$ cat src/rtl/utsan_pkg.sv
`default_nettype none

package utsan_pkg;

  localparam int MAX_CHUNK_BYTES = 4096;
  localparam int SP_W            = 13;
  localparam int PEND_MAX        = (MAX_CHUNK_BYTES < 8191) ? MAX_CHUNK_BYTES : 8191;

  localparam int EVQ_DEPTH = 4;
  localparam int EVQ_AW    = $clog2(EVQ_DEPTH);

  // classifier verdicts on the head of the window
  localparam logic [1:0] CLS_NEED = 2'd0;
  localparam logic [1:0] CLS_DROP = 2'd1;
  localparam logic [1:0] CLS_TAKE = 2'd2;

  // request kinds from front to back
  localparam logic [1:0] EV_CHAR = 2'd0;
  localparam logic [1:0] EV_DROP = 2'd1;
  localparam logic [1:0] EV_END  = 2'd2;

  localparam logic [7:0] ASCII_NUL   = 8'h00;
  localparam logic [7:0] ASCII_SPACE = 8'h20;

  typedef struct packed {
    logic [1:0] act;
    logic [2:0] len;
  } cls_t;

  typedef struct packed {
    logic [1:0]  kind;
    logic [31:0] bytes;
    logic [2:0]  len;
  } event_t;

  typedef struct packed {
    logic [31:0]     bytes;
    logic [2:0]      len;
    logic [SP_W-1:0] spaces;
    logic            eoc;
    logic            inv;
    logic            nt;
  } result_t;

  function automatic logic [SP_W-1:0] sat_inc(input logic [SP_W-1:0] v);
    sat_inc = (v < SP_W'(PEND_MAX)) ? v + SP_W'(1) : v;
  endfunction

  // strict UTF-8 verdict on n bytes (1..4) starting at b0
  function automatic cls_t utsan_classify(input logic [7:0] b0, input logic [7:0] b1,
                                          input logic [7:0] b2, input logic [7:0] b3,
                                          input logic [2:0] n, input logic fin);
    cls_t       r;
    logic [2:0] need;
    logic       bad;
    r.act = CLS_NEED;
    r.len = 3'd0;
    need  = 3'd1;
    bad   = 1'b0;
    if (b0 < 8'h80) begin
      need = 3'd1;
    end else if ((b0 & 8'hE0) == 8'hC0) begin
      need = 3'd2;
      if (b0 < 8'hC2) bad = 1'b1;
    end else if ((b0 & 8'hF0) == 8'hE0) begin
      need = 3'd3;
    end else if ((b0 & 8'hF8) == 8'hF0) begin
      need = 3'd4;
      if (b0 > 8'hF4) bad = 1'b1;
    end else begin
      bad = 1'b1;
    end
    if (need > 3'd1 && n > 3'd1 && (b1 & 8'hC0) != 8'h80) bad = 1'b1;
    if (need > 3'd2 && n > 3'd2 && (b2 & 8'hC0) != 8'h80) bad = 1'b1;
    if (need > 3'd3 && n > 3'd3 && (b3 & 8'hC0) != 8'h80) bad = 1'b1;
    if (n >= 3'd2) begin
      if (b0 == 8'hE0 && b1 <  8'hA0) bad = 1'b1;
      if (b0 == 8'hED && b1 >= 8'hA0) bad = 1'b1;
      if (b0 == 8'hF0 && b1 <  8'h90) bad = 1'b1;
      if (b0 == 8'hF4 && b1 >= 8'h90) bad = 1'b1;
    end
    if (bad) begin
      r.act = CLS_DROP;
      r.len = 3'd1;
    end else if (n < need) begin
      r.act = fin ? CLS_DROP : CLS_NEED;
      r.len = fin ? 3'd1 : 3'd0;
    end else begin
      r.act = CLS_TAKE;
      r.len = need;
    end
    utsan_classify = r;
  endfunction

endpackage

`default_nettype wire

$ cat src/rtl/utsan_front.sv
`default_nettype none

module utsan_front (
  input  wire logic              clk,
  input  wire logic              rst,
  input  wire logic              push,
  input  wire logic [7:0]        in_byte,
  input  wire logic              chunk_last,
  output logic                   full,
  output logic                   ev_push,
  output utsan_pkg::event_t      ev,
  input  wire logic              ev_full
);
  import utsan_pkg::*;

  logic [7:0] win      [4];
  logic [7:0] win_next [4];
  logic [2:0] n, n_next;
  logic       fin, fin_next;
  logic       busy, busy_next;

  logic [7:0] cb [4];
  logic [2:0] cn;
  logic       cfin;
  cls_t       cls;
  logic       push_ok, act, is_end, need_ev, advance;
  logic [2:0] take_len;
  logic [2:0] rem;
  logic [2:0] idx [4];

  // hold off new bytes while the window still has decisions to make or the request queue is full
  assign full    = busy | ev_full;
  assign push_ok = push & ~full;
  assign act     = busy | push_ok;

  always_comb begin
    for (int i = 0; i < 4; i++) begin
      cb[i] = (!busy && 3'(i) == n) ? in_byte : win[i];
    end
    cn   = busy ? n : n + 3'd1;
    cfin = busy ? fin : chunk_last;
  end

  assign cls      = utsan_classify(cb[0], cb[1], cb[2], cb[3], cn, cfin);
  assign is_end   = (cn == 3'd0);
  assign need_ev  = is_end ? cfin : (cls.act != CLS_NEED);
  assign ev_push  = act & need_ev & ~ev_full;
  assign advance  = act & (~need_ev | ~ev_full);
  assign take_len = (cls.act == CLS_TAKE) ? cls.len : 3'd1;
  assign rem      = cn - take_len;

  always_comb begin
    ev.kind = is_end ? EV_END : ((cls.act == CLS_DROP) ? EV_DROP : EV_CHAR);
    ev.len  = (is_end || cls.act == CLS_DROP) ? 3'd0 : take_len;
    for (int k = 0; k < 4; k++) begin
      ev.bytes[8*k +: 8] = (3'(k) < take_len) ? cb[k] : 8'h00;
    end
  end

  always_comb begin
    for (int i = 0; i < 4; i++) begin
      idx[i] = 3'(i) + take_len;
    end
  end

  always_comb begin
    win_next  = win;
    n_next    = n;
    fin_next  = fin;
    busy_next = busy;
    if (advance) begin
      if (is_end) begin
        n_next    = 3'd0;
        fin_next  = 1'b0;
        busy_next = 1'b0;
      end else if (cls.act == CLS_NEED) begin
        win_next  = cb;
        n_next    = cn;
        fin_next  = cfin;
        busy_next = 1'b0;
      end else begin
        // advance the window past the consumed head
        for (int i = 0; i < 4; i++) begin
          win_next[i] = (idx[i] < 3'd4) ? cb[idx[i][1:0]] : cb[i];
        end
        n_next    = rem;
        fin_next  = cfin;
        busy_next = (rem != 3'd0) | cfin;
      end
    end
  end

  always_ff @(posedge clk) begin
    win <= win_next;
    if (rst) begin
      n    <= 3'd0;
      fin  <= 1'b0;
      busy <= 1'b0;
    end else begin
      n    <= n_next;
      fin  <= fin_next;
      busy <= busy_next;
    end
  end

endmodule

`default_nettype wire

$ cat src/rtl/utsan_evq.sv
`default_nettype none

module utsan_evq (
  input  wire logic              clk,
  input  wire logic              rst,
  input  wire logic              wr_en,
  input  wire utsan_pkg::event_t wr_data,
  output logic                   full,
  input  wire logic              rd_en,
  output utsan_pkg::event_t      rd_data,
  output logic                   empty
);
  import utsan_pkg::*;

  event_t            mem [EVQ_DEPTH];
  logic [EVQ_AW-1:0] wp, rp;
  logic [EVQ_AW:0]   cnt;

  assign full    = (cnt == (EVQ_AW+1)'(EVQ_DEPTH));
  assign empty   = (cnt == '0);
  assign rd_data = mem[rp];

  always_ff @(posedge clk) begin
    if (wr_en) mem[wp] <= wr_data;
    if (rst) begin
      wp  <= '0;
      rp  <= '0;
      cnt <= '0;
    end else begin
      if (wr_en) wp <= wp + 1'b1;
      if (rd_en) rp <= rp + 1'b1;
      cnt <= cnt + (EVQ_AW+1)'(wr_en) - (EVQ_AW+1)'(rd_en);
    end
  end

endmodule

`default_nettype wire

$ cat src/rtl/utsan_back.sv
`default_nettype none

module utsan_back (
  input  wire logic              clk,
  input  wire logic              rst,
  input  wire utsan_pkg::event_t ev,
  input  wire logic              ev_empty,
  output logic                   ev_pop,
  input  wire logic              pop,
  output logic                   empty,
  output utsan_pkg::result_t     res
);
  import utsan_pkg::*;

  logic [SP_W-1:0] pend, pend_next, p1;
  logic            nonempty, nonempty_next;
  logic            dpend, dpend_next;
  logic            dflag, dflag_next;
  logic            cemit, cemit_next;
  logic            emit;
  result_t         r;
  logic [7:0]      c;

  result_t    rb [2];
  logic       wp, rp;
  logic [1:0] rcnt;
  logic       go, pop_ok, wr;

  assign go     = ~ev_empty & (rcnt != 2'd2);
  assign ev_pop = go;
  assign c      = ev.bytes[7:0];

  always_comb begin
    p1            = (dpend && nonempty && pend == '0) ? sat_inc(pend) : pend;
    pend_next     = pend;
    nonempty_next = nonempty;
    dpend_next    = dpend;
    dflag_next    = dflag;
    cemit_next    = cemit;
    emit          = 1'b0;
    r             = '0;
    case (ev.kind)
      EV_DROP: begin
        dpend_next = 1'b1;
        dflag_next = 1'b1;
      end
      EV_CHAR: begin
        dpend_next = 1'b0;
        if (c == ASCII_NUL) begin
          pend_next = (nonempty && p1 == '0) ? sat_inc(p1) : p1;
        end else if (c == ASCII_SPACE) begin
          pend_next     = sat_inc(p1);
          nonempty_next = 1'b1;
        end else begin
          emit          = 1'b1;
          r.bytes       = ev.bytes;
          r.len         = ev.len;
          r.spaces      = p1;
          pend_next     = '0;
          nonempty_next = 1'b1;
          cemit_next    = 1'b1;
        end
      end
      EV_END: begin
        // close the chunk and drop any trailing spaces
        emit          = 1'b1;
        r.eoc         = 1'b1;
        r.inv         = dflag;
        r.nt          = ~cemit;
        pend_next     = '0;
        nonempty_next = 1'b0;
        dpend_next    = 1'b0;
        dflag_next    = 1'b0;
        cemit_next    = 1'b0;
      end
      default: ;
    endcase
  end

  assign wr     = go & emit;
  assign pop_ok = pop & ~empty;
  assign empty  = (rcnt == 2'd0);
  assign res    = rb[rp];

  always_ff @(posedge clk) begin
    if (wr) rb[wp] <= r;
    if (rst) begin
      pend     <= '0;
      nonempty <= 1'b0;
      dpend    <= 1'b0;
      dflag    <= 1'b0;
      cemit    <= 1'b0;
      wp       <= 1'b0;
      rp       <= 1'b0;
      rcnt     <= 2'd0;
    end else begin
      if (go) begin
        pend     <= pend_next;
        nonempty <= nonempty_next;
        dpend    <= dpend_next;
        dflag    <= dflag_next;
        cemit    <= cemit_next;
      end
      if (wr) wp <= ~wp;
      if (pop_ok) rp <= ~rp;
      rcnt <= rcnt + 2'(wr) - 2'(pop_ok);
    end
  end

endmodule

`default_nettype wire

$ cat src/rtl/utf8_text_sanitizer_core.sv
// utf8_text_sanitizer_core: strict UTF-8 sanitizer for a byte-serial text chunk.
// Input queue: drive in_byte/chunk_last with push; a byte is taken at a clock
// edge where push is high and full is low. chunk_last marks the final byte.
// Result queue: while empty is low the oldest result sits on the result ports;
// pop at an edge where empty is low takes it. Each character other than space
// and NUL gives one result with the spaces to emit before it; each chunk closes
// with one result with end_of_chunk set, invalid_seen and no_text.
// Throughput: one byte per cycle for well-formed text while the request queue
// has room. A dropped byte that makes the window decode again holds off input
// while the bytes behind it are re-examined, and the final byte of a chunk
// holds off input for the closing result and any bytes left behind a cut-off
// head. The front decoder issues at most one request per cycle, none while the
// request queue is full. A request waits in the request queue, and its result
// is registered in the result buffer. A four-deep request queue parts decoder
// from space tracker, and a two-entry result buffer lets a stalled receiver
// hold results while bytes still flow; full rises once both fill. Synchronous
// reset empties both queues and clears the window and all chunk state.
`default_nettype none

module utf8_text_sanitizer_core (
  input  wire logic        clk,
  input  wire logic        rst,
  input  wire logic        push,
  output logic             full,
  input  wire logic [7:0]  in_byte,
  input  wire logic        chunk_last,
  output logic             empty,
  input  wire logic        pop,
  output logic [31:0]      char_bytes,
  output logic [2:0]       char_len,
  output logic [12:0]      spaces_before,
  output logic             end_of_chunk,
  output logic             invalid_seen,
  output logic             no_text
);
  import utsan_pkg::*;

  event_t  f_ev, q_ev;
  logic    f_push, q_full, q_empty, q_pop;
  result_t res;

  utsan_front u_front (
    .clk        (clk),
    .rst        (rst),
    .push       (push),
    .in_byte    (in_byte),
    .chunk_last (chunk_last),
    .full       (full),
    .ev_push    (f_push),
    .ev         (f_ev),
    .ev_full    (q_full)
  );

  utsan_evq u_evq (
    .clk     (clk),
    .rst     (rst),
    .wr_en   (f_push),
    .wr_data (f_ev),
    .full    (q_full),
    .rd_en   (q_pop),
    .rd_data (q_ev),
    .empty   (q_empty)
  );

  utsan_back u_back (
    .clk      (clk),
    .rst      (rst),
    .ev       (q_ev),
    .ev_empty (q_empty),
    .ev_pop   (q_pop),
    .pop      (pop),
    .empty    (empty),
    .res      (res)
  );

  assign char_bytes    = res.bytes;
  assign char_len      = res.len;
  assign spaces_before = res.spaces;
  assign end_of_chunk  = res.eoc;
  assign invalid_seen  = res.inv;
  assign no_text       = res.nt;

  a_reset_empty: assert property (@(posedge clk) rst |=> empty)
    else $error("result queue not empty after reset");

  a_end_shape: assert property (@(posedge clk) disable iff (rst)
    (!empty && end_of_chunk) |-> (char_len == 3'd0 && spaces_before == 13'd0
                                  && char_bytes == 32'd0))
    else $error("closing result carries character data");

  a_char_shape: assert property (@(posedge clk) disable iff (rst)
    (!empty && !end_of_chunk) |-> (char_len != 3'd0 && char_len <= 3'd4
                                   && !invalid_seen && !no_text))
    else $error("character result malformed");

  a_space_cap: assert property (@(posedge clk) disable iff (rst)
    !empty |-> (spaces_before <= 13'(PEND_MAX)))
    else $error("pending space count beyond cap");

endmodule

`default_nettype wire

$ cat config.mk
export PLATFORM = sky130hd
export DESIGN_NAME = utf8_text_sanitizer_core
export DESIGN_NICKNAME = d
export VERILOG_FILES = /design/src/rtl/utsan_pkg.sv /design/src/rtl/utsan_front.sv /design/src/rtl/utsan_evq.sv /design/src/rtl/utsan_back.sv /design/src/rtl/utf8_text_sanitizer_core.sv
export SDC_FILE = /design/constraint.sdc
export NUM_CORES = 1
export LEC_CHECK = 0
export BUFFER_PORTS_ARGS = -buffer_cell sky130_fd_sc_hd__buf_2
export CORE_UTILIZATION = 62
export DETAILED_ROUTE_END_ITERATION = 10
export GPL_TIMING_DRIVEN = 1
export PLACE_DENSITY = 0.8
export SETUP_SLACK_MARGIN = 0.02
export SYNTH_ARGS = -nofsm -noshare
export SYNTH_HDL_FRONTEND = slang
export SYNTH_SLANG_ARGS = --single-unit
$ cat constraint.sdc
create_clock -name clk -period 9.93 [get_ports clk]
set_clock_uncertainty 0.05 [all_clocks]
set_input_delay 1.986 -clock clk [delete_from_list [all_inputs] [get_ports clk]]
set_output_delay 1.986 -clock clk [all_outputs]
set_load 0.01 [all_outputs]
==> impl_results.md <==
- Largest net degree at the start of global routing: 52
- Number of max-slew violations in the final report: 0
- Setup_tns: 0 ps
- Width of the die: 158 um
- Sinks on the clock net: between 300 and 400
- Top cell family by delay on the critical path: buffers and inverters
- Post-layout net count: around 1,200
- Mean number of vias per cell: 6.43
- Placed wire-length estimate after detailed placement: 20.6 mm
- Share of the yosys chip area belonging to registers: 0.609
- Via total after detailed routing: 9,551
- Syn_area_per_cell: 13.7 um2
- Fraction of registers with async set/reset: 0
- Initial antenna violation count: 0
- Area added between synthesis and finish: 9.69%
- Net count after synthesis: about 1,100
- Latest clock arrival within the worst-skew pair: 550 ps
- Quantity of gates resized following cts: 0
- Total gr overflow: 0
- Diodes inserted: 0
- Headroom to the max-slew limit: 0.216
- CP most frequent cell: ha_1
- Worst Path Arrival: 6380 ps
- Number of enable flip-flop cells after synthesis: 282
- Number of distinct library cell variants in the gate-level netlist after synthesis: just over 80
- Worst vdd ir: approximately 0.21 mV
- Kind of critical path: primary input to flop
- Post-CTS Setup Repair Bufs: 0
- Cell at the root of the clock tree: clkbuf_16
- CTS Buffer Depth: 3
- Sum of buffers and inverters on the critical path: 5
- Cell-by-cell listing of the critical path: buf_2 -> nand2_1 -> nor3_2 -> o21ai_0 -> inv_1 -> ha_1 -> a32o_1 -> a311oi_4 -> nand4_2 -> buf_4 -> inv_2 -> ha_1 -> clkinv_1 -> nor2_1 -> a221oi_1
- Number of antenna-violating nets in the routed design: 0
- Clock H-tree levels: 1
- Gr usage total: 0.276
- Worst Setup Start Kind: primary input
- Wire length of the first global-routing pass: 51.9 mm
- Final GP Congestion: approximately 0.95
- Fin util: 0.699
- Vertical die dimension: 158 um
- Total core area: 0.0237 mm2
- Run status: complete, no violations
- Number of I/O port buffers: 65
- Routed length per placed instance: 22.4 um
- Power density normalized to cell area: ~350 mW/mm2
- Critical Path Slowest Stage Cell: inv_2
- CTS tree: built
- Share of post-route cells with drive strength above 1: 0.225
- RSZ-0062 raised after global routing: no
- Hold WC Path Type: flop to flop
- Element type at the critical path end: flop
- Mapped Cells: 1,100
- Initial detailed-routing violation count: 1,250
- Required time at the endpoint of the critical path: 10,140 ps
- Final hold slack: about 430 ps
- Die Footprint: 0.0250 mm2
- Total chip power: about 6 mW
- CTS clk-pin slew, worst paths: 70 ps
- Routed Wire Length: roughly 33 mm
- Cts-stage hold buffer count: 0
- Leading register cell type out of synthesis: edfxtp_1
- Initial Utilization: 0.638
- Synth Warn #: 0
- Period utilisation layout: 0.622
- Worst-Margin Slew: roughly 1200 ps
- Static leakage: about 5.9 nW
- Floorplan row count: 56
- Post-synthesis register bit count: 318
- Maximum fanout encountered on the critical timing path: 44
- Final hold violations: 0
- Max_cap viols: 0
- Top achievable clock speed: 162 MHz
- Post-route DRC violation count: 0
- Via count of the first global-routing pass: 9,178
- Crit-path max cell delay: between 600 and 700 ps
- Post-synthesis cell area: 0.0151 mm2
- Pre-Repair DR Iteration Count: 7
- TritonCTS buffer count: 30
- Post-layout min period: 6170 ps
- # setup viols final: 0
- IO Pins: 66
## placed cells by master (no fill, tap or decap), types with 6 or more instances in the layout
master	n
a211oi_1	10
a21o_1	6
a21oi_1	34
a221oi_1	12
a31oi_1	7
and2_1	18
and3_1	42
buf_2	65
buf_4	17
clkbuf_1	7
clkbuf_16	31
dfxtp_1	34
edfxtp_1	282
ha_1	27
inv_1	29
mux2_2	60
mux2i_1	48
mux4_2	38
nand2_1	76
nand2b_1	13
nand3_1	12
nor2_1	83
nor2b_1	9
nor3_1	19
o21ai_0	35
o221a_2	7
o22ai_1	12
o31ai_1	7
xnor2_1	10
## Yosys cell counts (12+ instances only)
library cell | number | area [um2]
edfxtp_1 | 282 | 8470
nor2_1 | 83 | 312
nand2_1 | 76 | 285
mux2_2 | 60 | 676
mux2i_1 | 48 | 480
and3_1 | 43 | 269
clkbuf_1 | 38 | 143
mux4_2 | 38 | 856
dfxtp_1 | 36 | 721
o21ai_0 | 35 | 175
a21oi_1 | 34 | 170
inv_1 | 29 | 109
ha_1 | 28 | 350
nor3_1 | 20 | 100
and2_1 | 19 | 119
buf_2 | 14 | 70.1
nand2b_1 | 13 | 81.3
a221oi_1 | 12 | 105
nand3_1 | 12 | 60.1
o22ai_1 | 12 | 75.1
## worst paths after layout
check	start	endpoint	slack, ps	cells after the start
max	in_byte[6]	u_front.win[0]	3760	15
min	u_front.fin	u_front.fin	430	1
max reg2reg	u_front.n[0]	u_front.win[0]	3950	16
min reg2reg	u_front.fin	u_front.fin	430	1
## report_power, final
part | leakage [nW] | switching, mW | total (mW) | internal, mW
Combinational | 2.52 | 1.51 | 2.44 | 0.931
Clock | 0.445 | 0.480 | 1.08 | 0.600
Sequential | 2.95 | 0.174 | 2.30 | 2.13
## sequential cells by signal, summed over array words and instances (netlist names), 2 cells and up, named ones only
signal       count
u_back.pend     13
u_back.rb      102
u_back.rcnt      2
u_evq.cnt        3
u_evq.mem      148
u_evq.rp         2
u_evq.wp         2
u_front.n        3
u_front.win     32
## worst reg2reg max path: cells and delay by family (launching register included)
kind            cells  cell delay, ps
buf+inv             5            1700
simple gates        4            1560
compound gates      4            1030
fa+ha+maj           3             930
flops               1             410
## area by class of cell
type                            instances  area, um2
Clock buffer                           38        802
Timing Repair Buffer                   82        453
Sequential cell                       318       9190
Multi-Input combinational cell        682       5470
Inverter                               31        116
Tap cell                              319        399
Fill cell                            1600       7120
Clock inverter                         16        128
## through the flow
step	cell area [um2]	cells	worst slack, ps
3_3_place_gp	15600	1432	3450
5_1_grt	16600	1486	3440
4_1_cts	16600	1486	3860
6_report	16600	1486	3760
2_1_floorplan	15100	1100	2870
3_5_place_dp	15600	1432	3330
## per-layer routing
layer | GRT usage | share of wire | vias up
met5 | 0 | 0 | -
met1 | 0.394 | 0.43 | 4659
li1 | - | - | 4321
met3 | 0.0381 | 0.080 | 74
met4 | 0.0783 | 0.025 | 0
met2 | 0.444 | 0.47 | 497
## cell families (layout without fill, tap and decap cells)
logic type                 Yosys count  in the layout  share of synthesized area
adders and majority gates           30             30                     0.0259
buffers and inverters              100            167                     0.0300
muxes                              148            148                      0.136
and+or+nand+nor                    316            316                      0.108
xor gates and xnor gates            15             15                    0.00870
AOI/OAI and AO/OA                  173            173                     0.0832
DFF                                318            318                      0.609
Note: power is estimated with default switching activity, not from simulation.
